<file path="src/sv/dct_pkg.sv">
// shared types, constants and cosine table for the 8x8 dct unit
package dct_pkg;

    localparam int N          = 8;
    localparam int NN         = N * N;
    localparam int F          = 14;
    localparam int VAL_W      = 19;
    localparam int STORE_W    = 18;
    localparam int IDX_W      = 6;
    localparam int CNT_W      = 7;
    localparam int COS_W      = F + 2;
    // one product term: store x cos x (2*cos)
    localparam int PROD1_W    = STORE_W + COS_W + 1;
    localparam int PROD_W     = PROD1_W + COS_W + 1;
    localparam int ACC_W      = PROD_W + 7;

    localparam logic MODE_FWD = 1'b0;
    localparam logic MODE_INV = 1'b1;

    typedef enum logic [2:0] {
        t_ST_LOAD,
        t_ST_CLEAR,
        t_ST_MAC,
        t_ST_DRAIN,
        t_ST_EMIT
    } t_state;

    typedef struct packed {
        logic clr_acc;
        logic mac_en;
        logic mac_last;
        logic emit;
        logic inverse;
    } t_dct_cmd;

    typedef struct packed {
        logic res_valid;
        logic out_busy;
    } t_dct_sts;

    // cosine table C[k][n] in Q1.14, precomputed
    function automatic logic signed [COS_W-1:0] cos_tab(input logic [2:0] k,
                                                       input logic [2:0] n);
        logic signed [COS_W-1:0] t [0:63];
        t = '{
            16'sd16384, 16'sd16384, 16'sd16384, 16'sd16384,
            16'sd16384, 16'sd16384, 16'sd16384, 16'sd16384,
            16'sd16069, 16'sd13623, 16'sd9102, 16'sd3196,
            -16'sd3196, -16'sd9102, -16'sd13623, -16'sd16069,
            16'sd15137, 16'sd6270, -16'sd6270, -16'sd15137,
            -16'sd15137, -16'sd6270, 16'sd6270, 16'sd15137,
            16'sd13623, -16'sd3196, -16'sd16069, -16'sd9102,
            16'sd9102, 16'sd16069, 16'sd3196, -16'sd13623,
            16'sd11585, -16'sd11585, -16'sd11585, 16'sd11585,
            16'sd11585, -16'sd11585, -16'sd11585, 16'sd11585,
            16'sd9102, -16'sd16069, 16'sd3196, 16'sd13623,
            -16'sd13623, -16'sd3196, 16'sd16069, -16'sd9102,
            16'sd6270, -16'sd15137, 16'sd15137, -16'sd6270,
            -16'sd6270, 16'sd15137, -16'sd15137, 16'sd6270,
            16'sd3196, -16'sd9102, 16'sd13623, -16'sd16069,
            16'sd16069, -16'sd13623, 16'sd9102, -16'sd3196
        };
        return t[{k, n}];
    endfunction

endpackage

</file>
<file path="src/sv/dct_if.sv">
// valid/ready channel interfaces for input and result items
interface dct_in_if;
    logic                   valid;
    logic                   ready;
    logic signed [18:0]     in_value;
    modport source (output valid, output in_value, input ready);
    modport sink   (input valid, input in_value, output ready);
endinterface

interface dct_out_if;
    logic                   valid;
    logic                   ready;
    logic signed [18:0]     out_value;
    logic [5:0]             out_index;
    logic                   out_last;
    modport source (output valid, output out_value, output out_index, output out_last,
                    input ready);
    modport sink   (input valid, input out_value, input out_index, input out_last,
                    output ready);
endinterface

</file>
<file path="src/sv/dct_ram.sv">
// generic single-port-write, single-read ram with registered read
module dct_ram #(
    parameter int WIDTH = 18,
    parameter int DEPTH = 64
) (
    input  logic                     i_clk,
    input  logic                     i_we,
    input  logic [$clog2(DEPTH)-1:0] i_waddr,
    input  logic [WIDTH-1:0]         i_wdata,
    input  logic [$clog2(DEPTH)-1:0] i_raddr,
    output logic [WIDTH-1:0]         o_rdata
);
    logic [WIDTH-1:0] r_mem [0:DEPTH-1];
    logic [WIDTH-1:0] r_rdata;

    always_ff @(posedge i_clk) begin
        if (i_we) begin
            r_mem[i_waddr] <= i_wdata;
        end
        r_rdata <= r_mem[i_raddr];
    end

    assign o_rdata = r_rdata;
endmodule

</file>
<file path="src/sv/dct_ctrl.sv">
// controller: sequences load, per-result mac sweep and emit
module dct_ctrl import dct_pkg::*; (
    input  logic              i_clk,
    input  logic              i_rst_n,
    input  logic              i_in_fire,
    input  logic              i_mode,
    input  t_dct_sts          i_sts,
    output logic              o_in_ready,
    output logic [IDX_W-1:0]  o_res_idx,
    output logic [IDX_W-1:0]  o_term_idx,
    output t_dct_cmd          o_cmd
);
    t_state r_state, n_state;
    logic [CNT_W-1:0] r_fill, n_fill;
    logic [IDX_W-1:0] r_res, n_res;
    logic [CNT_W-1:0] r_term, n_term;
    logic r_inv, n_inv;

    always_ff @(posedge i_clk) begin
        if (!i_rst_n) begin
            r_state <= t_ST_LOAD;
            r_fill  <= '0;
            r_res   <= '0;
            r_term  <= '0;
            r_inv   <= 1'b0;
        end else begin
            r_state <= n_state;
            r_fill  <= n_fill;
            r_res   <= n_res;
            r_term  <= n_term;
            r_inv   <= n_inv;
        end
    end

    always_comb begin
        n_state = r_state;
        n_fill  = r_fill;
        n_res   = r_res;
        n_term  = r_term;
        n_inv   = r_inv;
        case (r_state)
            t_ST_LOAD: begin
                if (i_in_fire) begin
                    if (r_fill == CNT_W'(NN - 1)) begin
                        n_fill  = '0;
                        n_res   = '0;
                        n_inv   = (i_mode == MODE_INV);
                        n_state = t_ST_CLEAR;
                    end else begin
                        n_fill = r_fill + 1'b1;
                    end
                end
            end
            t_ST_CLEAR: begin
                n_term  = '0;
                n_state = t_ST_MAC;
            end
            t_ST_MAC: begin
                n_term = r_term + 1'b1;
                if (r_term == CNT_W'(NN - 1)) begin
                    n_state = t_ST_DRAIN;
                end
            end
            t_ST_DRAIN: begin
                if (i_sts.res_valid) begin
                    n_state = t_ST_EMIT;
                end
            end
            t_ST_EMIT: begin
                if (!i_sts.out_busy) begin
                    if (r_res == IDX_W'(NN - 1)) begin
                        n_state = t_ST_LOAD;
                    end else begin
                        n_res   = r_res + 1'b1;
                        n_state = t_ST_CLEAR;
                    end
                end
            end
            default: n_state = t_ST_LOAD;
        endcase
    end

    always_comb begin
        o_cmd          = '0;
        o_cmd.inverse  = r_inv;
        o_in_ready     = 1'b0;
        case (r_state)
            t_ST_LOAD:  o_in_ready = 1'b1;
            t_ST_CLEAR: o_cmd.clr_acc = 1'b1;
            t_ST_MAC: begin
                o_cmd.mac_en   = 1'b1;
                o_cmd.mac_last = (r_term == CNT_W'(NN - 1));
            end
            t_ST_EMIT:  o_cmd.emit = !i_sts.out_busy;
            default:    o_in_ready = 1'b0;
        endcase
    end

    assign o_res_idx  = r_res;
    assign o_term_idx = (r_state == t_ST_LOAD) ? r_fill[IDX_W-1:0] : r_term[IDX_W-1:0];
endmodule

</file>
<file path="src/sv/dct_dp.sv">
// datapath: block store, pipelined multiply-accumulate, rounding and output register
module dct_dp import dct_pkg::*; (
    input  logic                    i_clk,
    input  logic                    i_rst_n,
    input  logic                    i_in_fire,
    input  logic signed [VAL_W-1:0] i_in_value,
    input  logic [IDX_W-1:0]        i_res_idx,
    input  logic [IDX_W-1:0]        i_term_idx,
    input  t_dct_cmd                i_cmd,
    input  logic                    i_out_ready,
    output t_dct_sts                o_sts,
    output logic                    o_out_valid,
    output logic signed [VAL_W-1:0] o_out_value,
    output logic [IDX_W-1:0]        o_out_index,
    output logic                    o_out_last
);
    logic signed [STORE_W-1:0] w_sat_in;
    logic [STORE_W-1:0]        w_rdata;

    always_comb begin
        if (i_in_value > VAL_W'(131071))
            w_sat_in = STORE_W'(131071);
        else if (i_in_value < -VAL_W'(131072))
            w_sat_in = -STORE_W'(131072);
        else
            w_sat_in = i_in_value[STORE_W-1:0];
    end

    dct_ram #(.WIDTH(STORE_W), .DEPTH(NN)) u_store (
        .i_clk   (i_clk),
        .i_we    (i_in_fire),
        .i_waddr (i_term_idx),
        .i_wdata (w_sat_in),
        .i_raddr (i_term_idx),
        .o_rdata (w_rdata)
    );

    // stage 1: pick cosine factors while the ram read completes
    logic               r_v1, r_l1;
    logic signed [COS_W:0] r_ca, r_cb;
    logic [2:0] w_r, w_c, w_a, w_b;
    logic signed [COS_W:0] w_ca, w_cb;
    assign w_r = i_res_idx[5:3];
    assign w_c = i_res_idx[2:0];
    assign w_a = i_term_idx[5:3];
    assign w_b = i_term_idx[2:0];
    always_comb begin
        if (i_cmd.inverse) begin
            w_ca = (w_a == 3'd0) ? (COS_W+1)'(cos_tab(w_a, w_r))
                                 : (COS_W+1)'(cos_tab(w_a, w_r)) <<< 1;
            w_cb = (w_b == 3'd0) ? (COS_W+1)'(cos_tab(w_b, w_c))
                                 : (COS_W+1)'(cos_tab(w_b, w_c)) <<< 1;
        end else begin
            w_ca = (COS_W+1)'(cos_tab(w_r, w_a));
            w_cb = (COS_W+1)'(cos_tab(w_c, w_b));
        end
    end

    // stage 2: sample x cos_a; stage 3: x cos_b; stage 4: accumulate
    logic signed [PROD1_W-1:0] r_p1;
    logic signed [COS_W:0]     r_cb2;
    logic                      r_v2, r_l2;
    logic signed [PROD_W-1:0]  r_p2;
    logic                      r_v3, r_l3;
    logic signed [ACC_W-1:0]   r_acc;
    logic                      r_done;

    always_ff @(posedge i_clk) begin
        r_ca  <= w_ca;
        r_cb  <= w_cb;
        r_p1  <= PROD1_W'($signed(w_rdata) * r_ca);
        r_cb2 <= r_cb;
        r_p2  <= PROD_W'(r_p1 * r_cb2);
        if (i_cmd.clr_acc) begin
            r_acc <= '0;
        end else if (r_v3) begin
            r_acc <= r_acc + ACC_W'(r_p2);
        end
    end

    always_ff @(posedge i_clk) begin
        if (!i_rst_n) begin
            r_v1 <= 1'b0; r_l1 <= 1'b0;
            r_v2 <= 1'b0; r_l2 <= 1'b0;
            r_v3 <= 1'b0; r_l3 <= 1'b0;
            r_done <= 1'b0;
        end else begin
            r_v1 <= i_cmd.mac_en; r_l1 <= i_cmd.mac_last;
            r_v2 <= r_v1;         r_l2 <= r_l1;
            r_v3 <= r_v2;         r_l3 <= r_l2;
            if (i_cmd.clr_acc || i_cmd.emit)
                r_done <= 1'b0;
            else if (r_v3 && r_l3)
                r_done <= 1'b1;
        end
    end

    // rounding: ties away from zero; inverse also divides by 64
    logic [ACC_W-1:0]        w_mag;
    logic [ACC_W-1:0]        w_q;
    logic signed [ACC_W-1:0] w_res;
    logic signed [VAL_W-1:0] w_final;
    always_comb begin
        w_mag = r_acc[ACC_W-1] ? ACC_W'(-r_acc) : ACC_W'(r_acc);
        if (i_cmd.inverse)
            w_q = (w_mag + (ACC_W'(1) << (2*F + 5))) >> (2*F + 6);
        else
            w_q = (w_mag + (ACC_W'(1) << (2*F - 1))) >> (2*F);
        w_res = r_acc[ACC_W-1] ? -$signed(w_q) : $signed(w_q);
        if (i_cmd.inverse) begin
            if (w_res > ACC_W'(2047))       w_final = VAL_W'(2047);
            else if (w_res < -ACC_W'(2048)) w_final = -VAL_W'(2048);
            else                            w_final = w_res[VAL_W-1:0];
        end else begin
            if (w_res > ACC_W'(131072))       w_final = VAL_W'(131072);
            else if (w_res < -ACC_W'(131072)) w_final = -VAL_W'(131072);
            else                              w_final = w_res[VAL_W-1:0];
        end
    end

    logic r_ov;
    always_ff @(posedge i_clk) begin
        if (!i_rst_n) begin
            r_ov <= 1'b0;
        end else if (i_cmd.emit) begin
            r_ov <= 1'b1;
        end else if (i_out_ready) begin
            r_ov <= 1'b0;
        end
    end

    always_ff @(posedge i_clk) begin
        if (i_cmd.emit) begin
            o_out_value <= w_final;
            o_out_index <= i_res_idx;
            o_out_last  <= (i_res_idx == IDX_W'(NN - 1));
        end
    end

    assign o_out_valid     = r_ov;
    assign o_sts.res_valid = r_done;
    assign o_sts.out_busy  = r_ov && !i_out_ready;
endmodule

</file>
<file path="src/sv/dct_2d_8x8_fwd_inv_unit.sv">
// 8x8 forward/inverse dct: 64 items in, then 64 results each from a 64-term mac sweep
// per result: clear the accumulator, run the 64-term mac sweep, drain the mac pipeline
// and emit into the output register; every result uses the one shared mac, and no new
// block is taken until the last result of the block is emitted;
// a result waits in the output register, a stalled output adds its wait to the next emit
// reset: synchronous active low; clears control, mode to forward; store is not cleared
module dct_2d_8x8_fwd_inv_unit import dct_pkg::*; (
    input  logic         i_clk,
    input  logic         i_rst_n,
    input  logic         i_cfg_we,
    input  logic [0:0]   i_cfg_wdata,
    dct_in_if.sink       i_in,
    dct_out_if.source    o_out
);
    logic r_mode;
    always_ff @(posedge i_clk) begin
        if (!i_rst_n) r_mode <= MODE_FWD;
        else if (i_cfg_we) r_mode <= i_cfg_wdata[0];
    end

    logic w_ready, w_fire;
    logic [IDX_W-1:0] w_res, w_term;
    t_dct_cmd w_cmd;
    t_dct_sts w_sts;
    assign i_in.ready = w_ready;
    assign w_fire     = i_in.valid && w_ready;

    dct_ctrl u_ctrl (
        .i_clk(i_clk), .i_rst_n(i_rst_n), .i_in_fire(w_fire), .i_mode(r_mode),
        .i_sts(w_sts), .o_in_ready(w_ready), .o_res_idx(w_res),
        .o_term_idx(w_term), .o_cmd(w_cmd)
    );

    dct_dp u_dp (
        .i_clk(i_clk), .i_rst_n(i_rst_n), .i_in_fire(w_fire),
        .i_in_value(i_in.in_value), .i_res_idx(w_res), .i_term_idx(w_term),
        .i_cmd(w_cmd), .i_out_ready(o_out.ready), .o_sts(w_sts),
        .o_out_valid(o_out.valid), .o_out_value(o_out.out_value),
        .o_out_index(o_out.out_index), .o_out_last(o_out.out_last)
    );
endmodule

</file>
<file path="src/flat_wrapper.sv">
// flat-port wrapper written by rule: the top's interface ports become plain ports
module dct_2d_8x8_fwd_inv_unit_flat import dct_pkg::*;
  (i_clk, i_rst_n, i_cfg_we, i_cfg_wdata, i_in_valid, i_in_in_value, i_in_ready, o_out_valid, o_out_out_value, o_out_out_index, o_out_out_last, o_out_ready);
  dct_in_if i_in_i ();
  dct_out_if o_out_i ();
  input  logic i_clk;
  input  logic i_rst_n;
  input  logic i_cfg_we;
  input  logic [0:0] i_cfg_wdata;
  input wire logic [$bits(i_in_i.valid)-1:0] i_in_valid;
  input wire logic [$bits(i_in_i.in_value)-1:0] i_in_in_value;
  output wire logic [$bits(i_in_i.ready)-1:0] i_in_ready;
  output wire logic [$bits(o_out_i.valid)-1:0] o_out_valid;
  output wire logic [$bits(o_out_i.out_value)-1:0] o_out_out_value;
  output wire logic [$bits(o_out_i.out_index)-1:0] o_out_out_index;
  output wire logic [$bits(o_out_i.out_last)-1:0] o_out_out_last;
  input wire logic [$bits(o_out_i.ready)-1:0] o_out_ready;
  assign i_in_i.valid = i_in_valid;
  assign i_in_i.in_value = i_in_in_value;
  assign i_in_ready = i_in_i.ready;
  assign o_out_valid = o_out_i.valid;
  assign o_out_out_value = o_out_i.out_value;
  assign o_out_out_index = o_out_i.out_index;
  assign o_out_out_last = o_out_i.out_last;
  assign o_out_i.ready = o_out_ready;
  dct_2d_8x8_fwd_inv_unit u_core (.i_clk(i_clk), .i_rst_n(i_rst_n), .i_cfg_we(i_cfg_we), .i_cfg_wdata(i_cfg_wdata), .i_in(i_in_i), .o_out(o_out_i));
endmodule
</file>
<file path="config.mk">
export PLATFORM = sky130hd
export DESIGN_NAME = dct_2d_8x8_fwd_inv_unit_flat
export DESIGN_NICKNAME = d
export VERILOG_FILES = /design/src/sv/dct_pkg.sv /design/src/sv/dct_if.sv /design/src/sv/dct_ram.sv /design/src/sv/dct_ctrl.sv /design/src/sv/dct_dp.sv /design/src/sv/dct_2d_8x8_fwd_inv_unit.sv /design/src/flat_wrapper.sv
export SDC_FILE = /design/constraint.sdc
export NUM_CORES = 2
export LEC_CHECK = 0
export BUFFER_PORTS_ARGS = -buffer_cell sky130_fd_sc_hd__buf_2
export CAP_MARGIN = 10
export CORE_UTILIZATION = 40
export CTS_CLUSTER_SIZE = 12
export DETAILED_ROUTE_END_ITERATION = 8
export PLACE_DENSITY = 0.51
export REMOVE_ABC_BUFFERS = 1
export SETUP_SLACK_MARGIN = 0.3
export SLEW_MARGIN = 20
export SYNTH_ARGS = -nofsm -noshare
export SYNTH_HDL_FRONTEND = slang
export SYNTH_SLANG_ARGS = --single-unit
export TNS_END_PERCENT = 5
</file>
<file path="constraint.sdc">
create_clock -name i_clk -period 15.7 [get_ports i_clk]
set_input_delay 0.785 -clock i_clk [delete_from_list [all_inputs] [get_ports i_clk]]
set_output_delay 0.785 -clock i_clk [all_outputs]
set_load 0.005 [all_outputs]
</file>
Yosys cells after proc, flatten, opt, wreduce, memory -nomap -nowiden
Memory sizes are Yosys's and may differ from the RTL's. A register that Yosys moved wholly into a read port is not among the register bits.
Index checks and enable logic that the tools add are counted.
{"block": "classes", "n_reduce_logical": 18, "mul": 2, "n_lt_le_gt_ge": 10, "n_bitwise": 5, "mux": 45, "add_sub_neg": 8, "n_eq_ne": 13}
{"cell": "two-way mux 16 bit", "n": 10}
{"cell": "two-way mux 59 bit", "n": 2}
{"cell": "negator 59 bit", "n": 2}
{"cell": "two-way mux 19 bit", "n": 5}
{"cell": "adder 59 x 28 -> 59 bit (second input constant)", "n": 1}
{"cell": "adder 59 x 34 -> 59 bit (second input constant)", "n": 1}
{"cell": "adder 59 x 52 -> 59 bit", "n": 1}
{"cell": "> comparator 59 x 12 -> 1 bit (second input constant)", "n": 1}
{"cell": "> comparator 59 x 19 -> 1 bit (second input constant)", "n": 1}
{"cell": "less-than comparator 59 x 12 -> 1 bit (second input constant)", "n": 1}
{"cell": "less-than comparator 59 x 18 -> 1 bit (second input constant)", "n": 1}
{"cell": "multiplier 35 x 17 -> 52 bit", "n": 1}
{"cell": "two-way mux 18 bit", "n": 2}
{"cell": "multiplier 18 x 17 -> 35 bit", "n": 1}
{"cell": "two-way mux 17 bit", "n": 2}
{"cell": "two-way mux 31 bit", "n": 1}
{"cell": "two-way mux 6 bit", "n": 5}
{"cell": "greater-or-equal comparator 7 bit (second input constant)", "n": 4}
{"cell": "NOT 6 -> 7 bit", "n": 4}
{"cell": "> comparator 19 x 18 -> 1 bit (second input constant)", "n": 1}
{"cell": "less-than comparator 19 x 18 -> 1 bit (second input constant)", "n": 1}
{"cell": "two-way mux 3 bit", "n": 5}
{"cell": "one-hot mux 3 bit (5 select lines)", "n": 1}
{"cell": "adder 7 x 1 -> 7 bit (second input constant)", "n": 2}
{"cell": "22 further kinds", "n": 45}
{"block": "totals", "rom_bits": 4096, "output_inout_bits": 28, "mem_count": 5, "ram_bits": 1152, "register_bits": 256}
{"memory": "u_core.u_dp.u_store.r_mem", "words": 64, "word_bits": 18, "rd": 1, "rd_clocked_by_memory_dff": 1, "write_ports": 1, "line": "dct_ram.sv:13", "rtl": "logic [WIDTH-1:0] r_mem [0:DEPTH-1];"}
{"memory": "(name not given)", "words": 64, "word_bits": 16, "rd": 1, "rd_clocked_by_memory_dff": 0, "write_ports": 0, "line": "dct_pkg.sv:63", "rtl": "return t[{k, n}];"}
{"memory": "(name not given)", "words": 64, "word_bits": 16, "rd": 1, "rd_clocked_by_memory_dff": 0, "write_ports": 0, "line": "dct_pkg.sv:63"}
{"memory": "(name not given)", "words": 64, "word_bits": 16, "rd": 1, "rd_clocked_by_memory_dff": 0, "write_ports": 0, "line": "dct_pkg.sv:63"}
{"memory": "(name not given)", "words": 64, "word_bits": 16, "rd": 1, "rd_clocked_by_memory_dff": 0, "write_ports": 0, "line": "dct_pkg.sv:63"}

Longest topological paths before layout
{"block": "logic_depth", "depth_word": 10, "ltp_mapped": 30, "depth_no_buf": 29}

Cells and area by module
A second synthesis with hierarchy kept.
{"block": "unflattened", "cells_unflattened": 7800, "area_unflattened_um2": 94707.1}
{"module": "dct_dp", "seq_area_each_um2": 4884.7, "area_per_inst_um2": 48771.8, "n_inst": 1, "cells_per_inst": 5694}
{"module": "dct_ram", "seq_area_each_um2": 34953.5, "area_per_inst_um2": 44621.5, "n_inst": 1, "cells_per_inst": 1957}
{"module": "dct_ctrl", "seq_area_each_um2": 480.5, "area_per_inst_um2": 1271.2, "n_inst": 1, "cells_per_inst": 145}
{"module": "dct_2d_8x8_fwd_inv_unit", "seq_area_each_um2": 20.0, "area_per_inst_um2": 42.5, "n_inst": 1, "cells_per_inst": 4}

Worst setup path before layout
OpenSTA, ideal clock, no wires.
{"block": "synth_path", "kind": "register to register", "start": "register u_core.u_dp.r_cb2[3]", "end": "register u_core.u_dp.r_p2[41]", "arrival_time_ps": 6993, "required_ps": 15628, "path_buffers": 2, "slack_ps": 8634, "period_less_slack_ps": 7066, "path_stages_with_launch": 27, "path_cell_list": "dfxtp_1 -> clkbuf_1 -> clkbuf_1 -> nand2_1 -> fa_1 -> inv_1 -> fa_1 -> inv_1 -> fa_1 -> fa_1 -> inv_1 -> fa_1 -> fa_1 -> ha_1 -> and3_1 -> a211oi_1 -> a211oi_1 -> a311o_1 -> o21ai_0 -> a311oi_1 -> a211oi_1 -> a21oi_1 -> a211o_1 -> a21o_1 -> a21o_1 -> a21oi_1 -> xnor2_1"}
{"block": "synth_via", "elab_chain_len": 1}
{"element": "from (decl)", "line": "dct_dp.sv:61", "rtl": "logic signed [COS_W:0] r_cb2;"}
{"element": "from (signal assigned)", "line": "dct_dp.sv:72", "rtl": "r_cb2 <= r_cb;"}
{"element": "multiplier 35 x 17 -> 52 bit", "line": "dct_dp.sv:73", "rtl": "r_p2 <= PROD_W'(r_p1 * r_cb2);"}
{"element": "to (signal assigned)", "line": "dct_dp.sv:73"}
{"element": "to (decl)", "line": "dct_dp.sv:63", "rtl": "logic signed [PROD_W-1:0] r_p2;"}
Every way passes these cells.
A chain may end at the register's enable or synchronous reset.

Worst setup path in the final report
{"block": "layout_path", "start": "register u_core.u_dp.r_cb2[7]", "end": "register u_core.u_dp.r_p2[51]"}
Same word-level chain as after synthesis.

==> results by group <==
Global route
  • Tot GR Track Use: 22.88%
  • Pin count of the biggest net entering global routing: 182
  • Gr ovfl total: 0
  • Initial antenna violation count: 3
  • First-pass GRT wire length: 429,300 µm
  • Vias in the first global route: 69,840

Detailed routing
  • DRT Pass-1 Iters: 5
  • DRC errors left: 0
  • DRT Wirelength: 278,700 µm
  • Iteration-0 DRC Markers: 5,032
  • Drt wl/cell: 22.24 µm
  • Post-route ant nets: 0
  • Vias per std cell: 5.467
  • Vias: 68,520

Clock tree
  • Post-CTS resize count: 0
  • H-tree levels: 4
  • Setup bufs post-CTS: 0
  • Root Buffer: clkbuf_16
  • CTS tree: built
  • Clk buf depth: 3
  • Worst skew pair latency: 0.89 ns
  • Clk slew on worst S/H paths: 0.06 ns
  • Total CTS buffers: 160
  • Clock Sinks: 1,426
  • Hold_buf cts: 0

STA
  • Tightest Pin Transition: 1.227 ns
  • Final number of setup-violating endpoints: 0
  • Post-layout minimum cycle time: 8.287 ns
  • Final Hold Fails: 0
  • Achievable Freq: 120.7 MHz
  • Skew final: 0.1251 ns
  • Slew Limit Fails: 0
  • Setup ws final: 7.413 ns
  • Setup TNS: 0 ns
  • Final period utilization: 52.79%
  • RSZ-0062 raised after global routing: no
  • WHS: 0.2474 ns
  • Max_slew headroom: 17.65%

Synthesis
  • Syn Inst Count: 9,441
  • YS warnings: 0
  • Synthesized area per cell: 10.21 µm²
  • Syn Std Cell Area: 96,410 µm²
  • Share of flip-flops with an asynchronous set or reset: 0%
  • Synth Area in Simple Gates: 18.40%
  • Mux contribution to synthesized area: 1.015%
  • Yosys reg bits: 1,426
  • Synth Flop Type: edfxtp_1
  • Adder-cell share of the synthesized area: 22.35%
  • Yosys cell types: 109
  • Post-synthesis xor/xnor area fraction: 2.353%
  • Main combinational cell family by area after synthesis: adder cells
  • Post-synthesis sequential area ratio: 41.84%
  • EDFF count, synth: 1,178
  • Synth Area in Compound Gates: 8.409%

Floorplanning
  • Core ar.: 238,700 µm²
  • IO Pins: 53
  • Die width: 492.9 µm
  • Site row count: 179
  • DIE AREA: 243,000 µm²
  • Die Y: 492.9 µm
  • Initial core utilization: 40.38%

Cells and area
  • Commonest non-fill, non-tap cell in the layout: nand2_1
  • Layout Nets: 10,460
  • Final Util: 44.12%
  • Design area: 105,300 µm²
  • Share of cells above drive strength 1: 6.343%
  • Area grow syn2layout: 9.266%
  • Most frequent cells in the layout: nand2_1, edfxtp_1, fa_1, inv_1, nand3_1
  • Filler cells: 22,770

Placed design
  • Port bufs: 52
  • DPL Wire Length: 183,000 µm
  • Pre-CTS setup slack: 7.442 ns
  • RD Place Congestion: 0.8699
  • DP Area: 100,100 µm²

Pwr
  • LEAKAGE: 41.89 nW
  • Power density of the placed cells: 103.9 nW/µm²
  • Max rail drop VDD: 0.1408 mV

Run
  • Max_cap viols: 0

Setup path
  • CP cell instances: nand2_1 -> fa_1 -> inv_1 -> fa_1 -> inv_1 -> fa_1 -> fa_1 -> inv_1 -> fa_1 -> fa_1 -> ha_1 -> and3_1 -> a211oi_1 -> a211oi_1 -> a311o_1 -> o21ai_0 -> a311oi_1 -> a211oi_1 -> a21oi_1 -> a211oi_1 -> nor2_1 -> a21oi_1 -> a31oi_1 -> xnor2_1
  • CP endpoint kind: flip-flop
  • Most used cell along the critical path: fa_1
  • Critical path class: reg2reg
  • WP data required: 16.39 ns
  • CP Launch Type: flip-flop
  • Worst EP arrival: 8.98 ns
  • Slowest stage delay, CP: 0.88 ns
  • Slowest cell on the critical path: dfxtp_2
  • CP max FO: 35

Min path
  • Hold Path Class: in2reg

Outcome
  • Status: finished clean
[Yosys cell counts (29+ instances only)]
master | number | share of area (%)
a211oi_1 | 42 | 0.33
a21o_1 | 54 | 0.42
a21oi_1 | 278 | 1.4
a311oi_1 | 206 | 1.9
a31oi_1 | 59 | 0.38
and2_1 | 368 | 2.4
and3_1 | 124 | 0.80
buf_1 | 39 | 0.15
clkbuf_1 | 507 | 2.0
dfxtp_1 | 248 | 5.1
edfxtp_1 | 1178 | 37
fa_1 | 878 | 18
ha_1 | 317 | 4.1
inv_1 | 851 | 3.3
mux2i_1 | 77 | 0.80
nand2_1 | 1945 | 7.6
nand2b_1 | 77 | 0.50
nand3_1 | 666 | 3.5
nor2_1 | 386 | 1.5
nor3_1 | 84 | 0.44
o211ai_1 | 42 | 0.33
o21a_1 | 29 | 0.23
o21ai_0 | 252 | 1.3
xnor2_1 | 188 | 1.7
xor2_1 | 71 | 0.65
[flip-flops by register name, indices dropped and copies added (netlist names), 3 cells and up]
register	count
u_core.u_ctrl.r_state	3
u_core.u_dp.u_store.r_mem	1152
u_core.u_dp.r_acc	59
u_core.u_dp.r_p1	35
u_core.u_dp.u_store.o_rdata	18
u_core.u_dp.o_out_value	19
u_core.u_dp.r_cb2	17
u_core.u_dp.o_out_index	6
u_core.u_ctrl.o_res_idx	6
u_core.u_ctrl.r_fill	7
u_core.u_dp.r_ca	17
u_core.u_dp.r_cb	17
u_core.u_ctrl.r_term	7
u_core.u_dp.r_p2	52
[where the power goes]
group | internal (W) | switching, W
clock | 0.00204 | 0.00164
combinational | 0.000944 | 0.00189
sequential | 0.00421 | 0.000203
[path summary, 6_finish.rpt]
check / start / end / slack, ns / cells past startpoint
max reg2reg: u_core.u_dp.r_cb2[7] / u_core.u_dp.r_p2[51] / 7.41 / 24
max: u_core.u_dp.r_cb2[7] / u_core.u_dp.r_p2[51] / 7.41 / 24
min: i_cfg_wdata / u_core.r_mode / 0.25 / 3
min reg2reg: u_core.u_dp.r_cb[15] / u_core.u_dp.r_cb2[15] / 0.32 / 0
[logic make-up (layout without fill, tap and decap cells)]
| group | count (synthesis) | count (layout) |
|---|---|---|
| other cells | 0 | 1 |
| simple gates | 3856 | 3856 |
| fa+ha+maj | 1195 | 1195 |
| mux | 92 | 92 |
| xor+xnor | 259 | 259 |
| flops | 1426 | 1426 |
| compound gates | 1185 | 1185 |
| buf+inv | 1428 | 1351 |
[layout make-up]
type / count / area, µm² / share of cell area (%)
clock buffers: 216 / 4278 / 4.061
clock inverters: 75 / 895.9 / 0.8504
well taps: 3167 / 3963 / 3.762
flip-flops and latches: 1426 / 40360 / 38.31
inverters: 856 / 3236 / 3.072
repair buffers: 204 / 1499 / 1.423
multi-input cells: 6587 / 51110 / 48.52
diodes: 1 / 2.502 / 0.002376
[critical path: cells and delay by family, from the launching register on]
kind	cells	cell delay [ns]
AO/OA/AOI/OAI	10	3.16
XOR/XNOR	1	0.15
buffers and inverters	3	0.16
flip-flops	1	0.88
adder cells (fa/ha/maj)	7	3.31
AND/OR/NAND/NOR	3	0.43
[through the flow]
stage                     instances  power, W
after floorplan                8869  0.006491
after global placement        12240  0.007288
after detailed placement      12240  0.007323
after CTS                     12530   0.01102
after global routing          12530   0.01146
final                         12530   0.01094
[routing by layer]
metal  vias to the layer above  global-route usage, %  wire length [µm]
met2                      1739                  39.41            137200
met3                       362                  2.577             12170
met1                     34910                  30.17            121200
met5                         -                      0                 0
li1                      31500                      -                 -
met4                         0                  6.977              8139
Power figures use the tool's default switching activity.
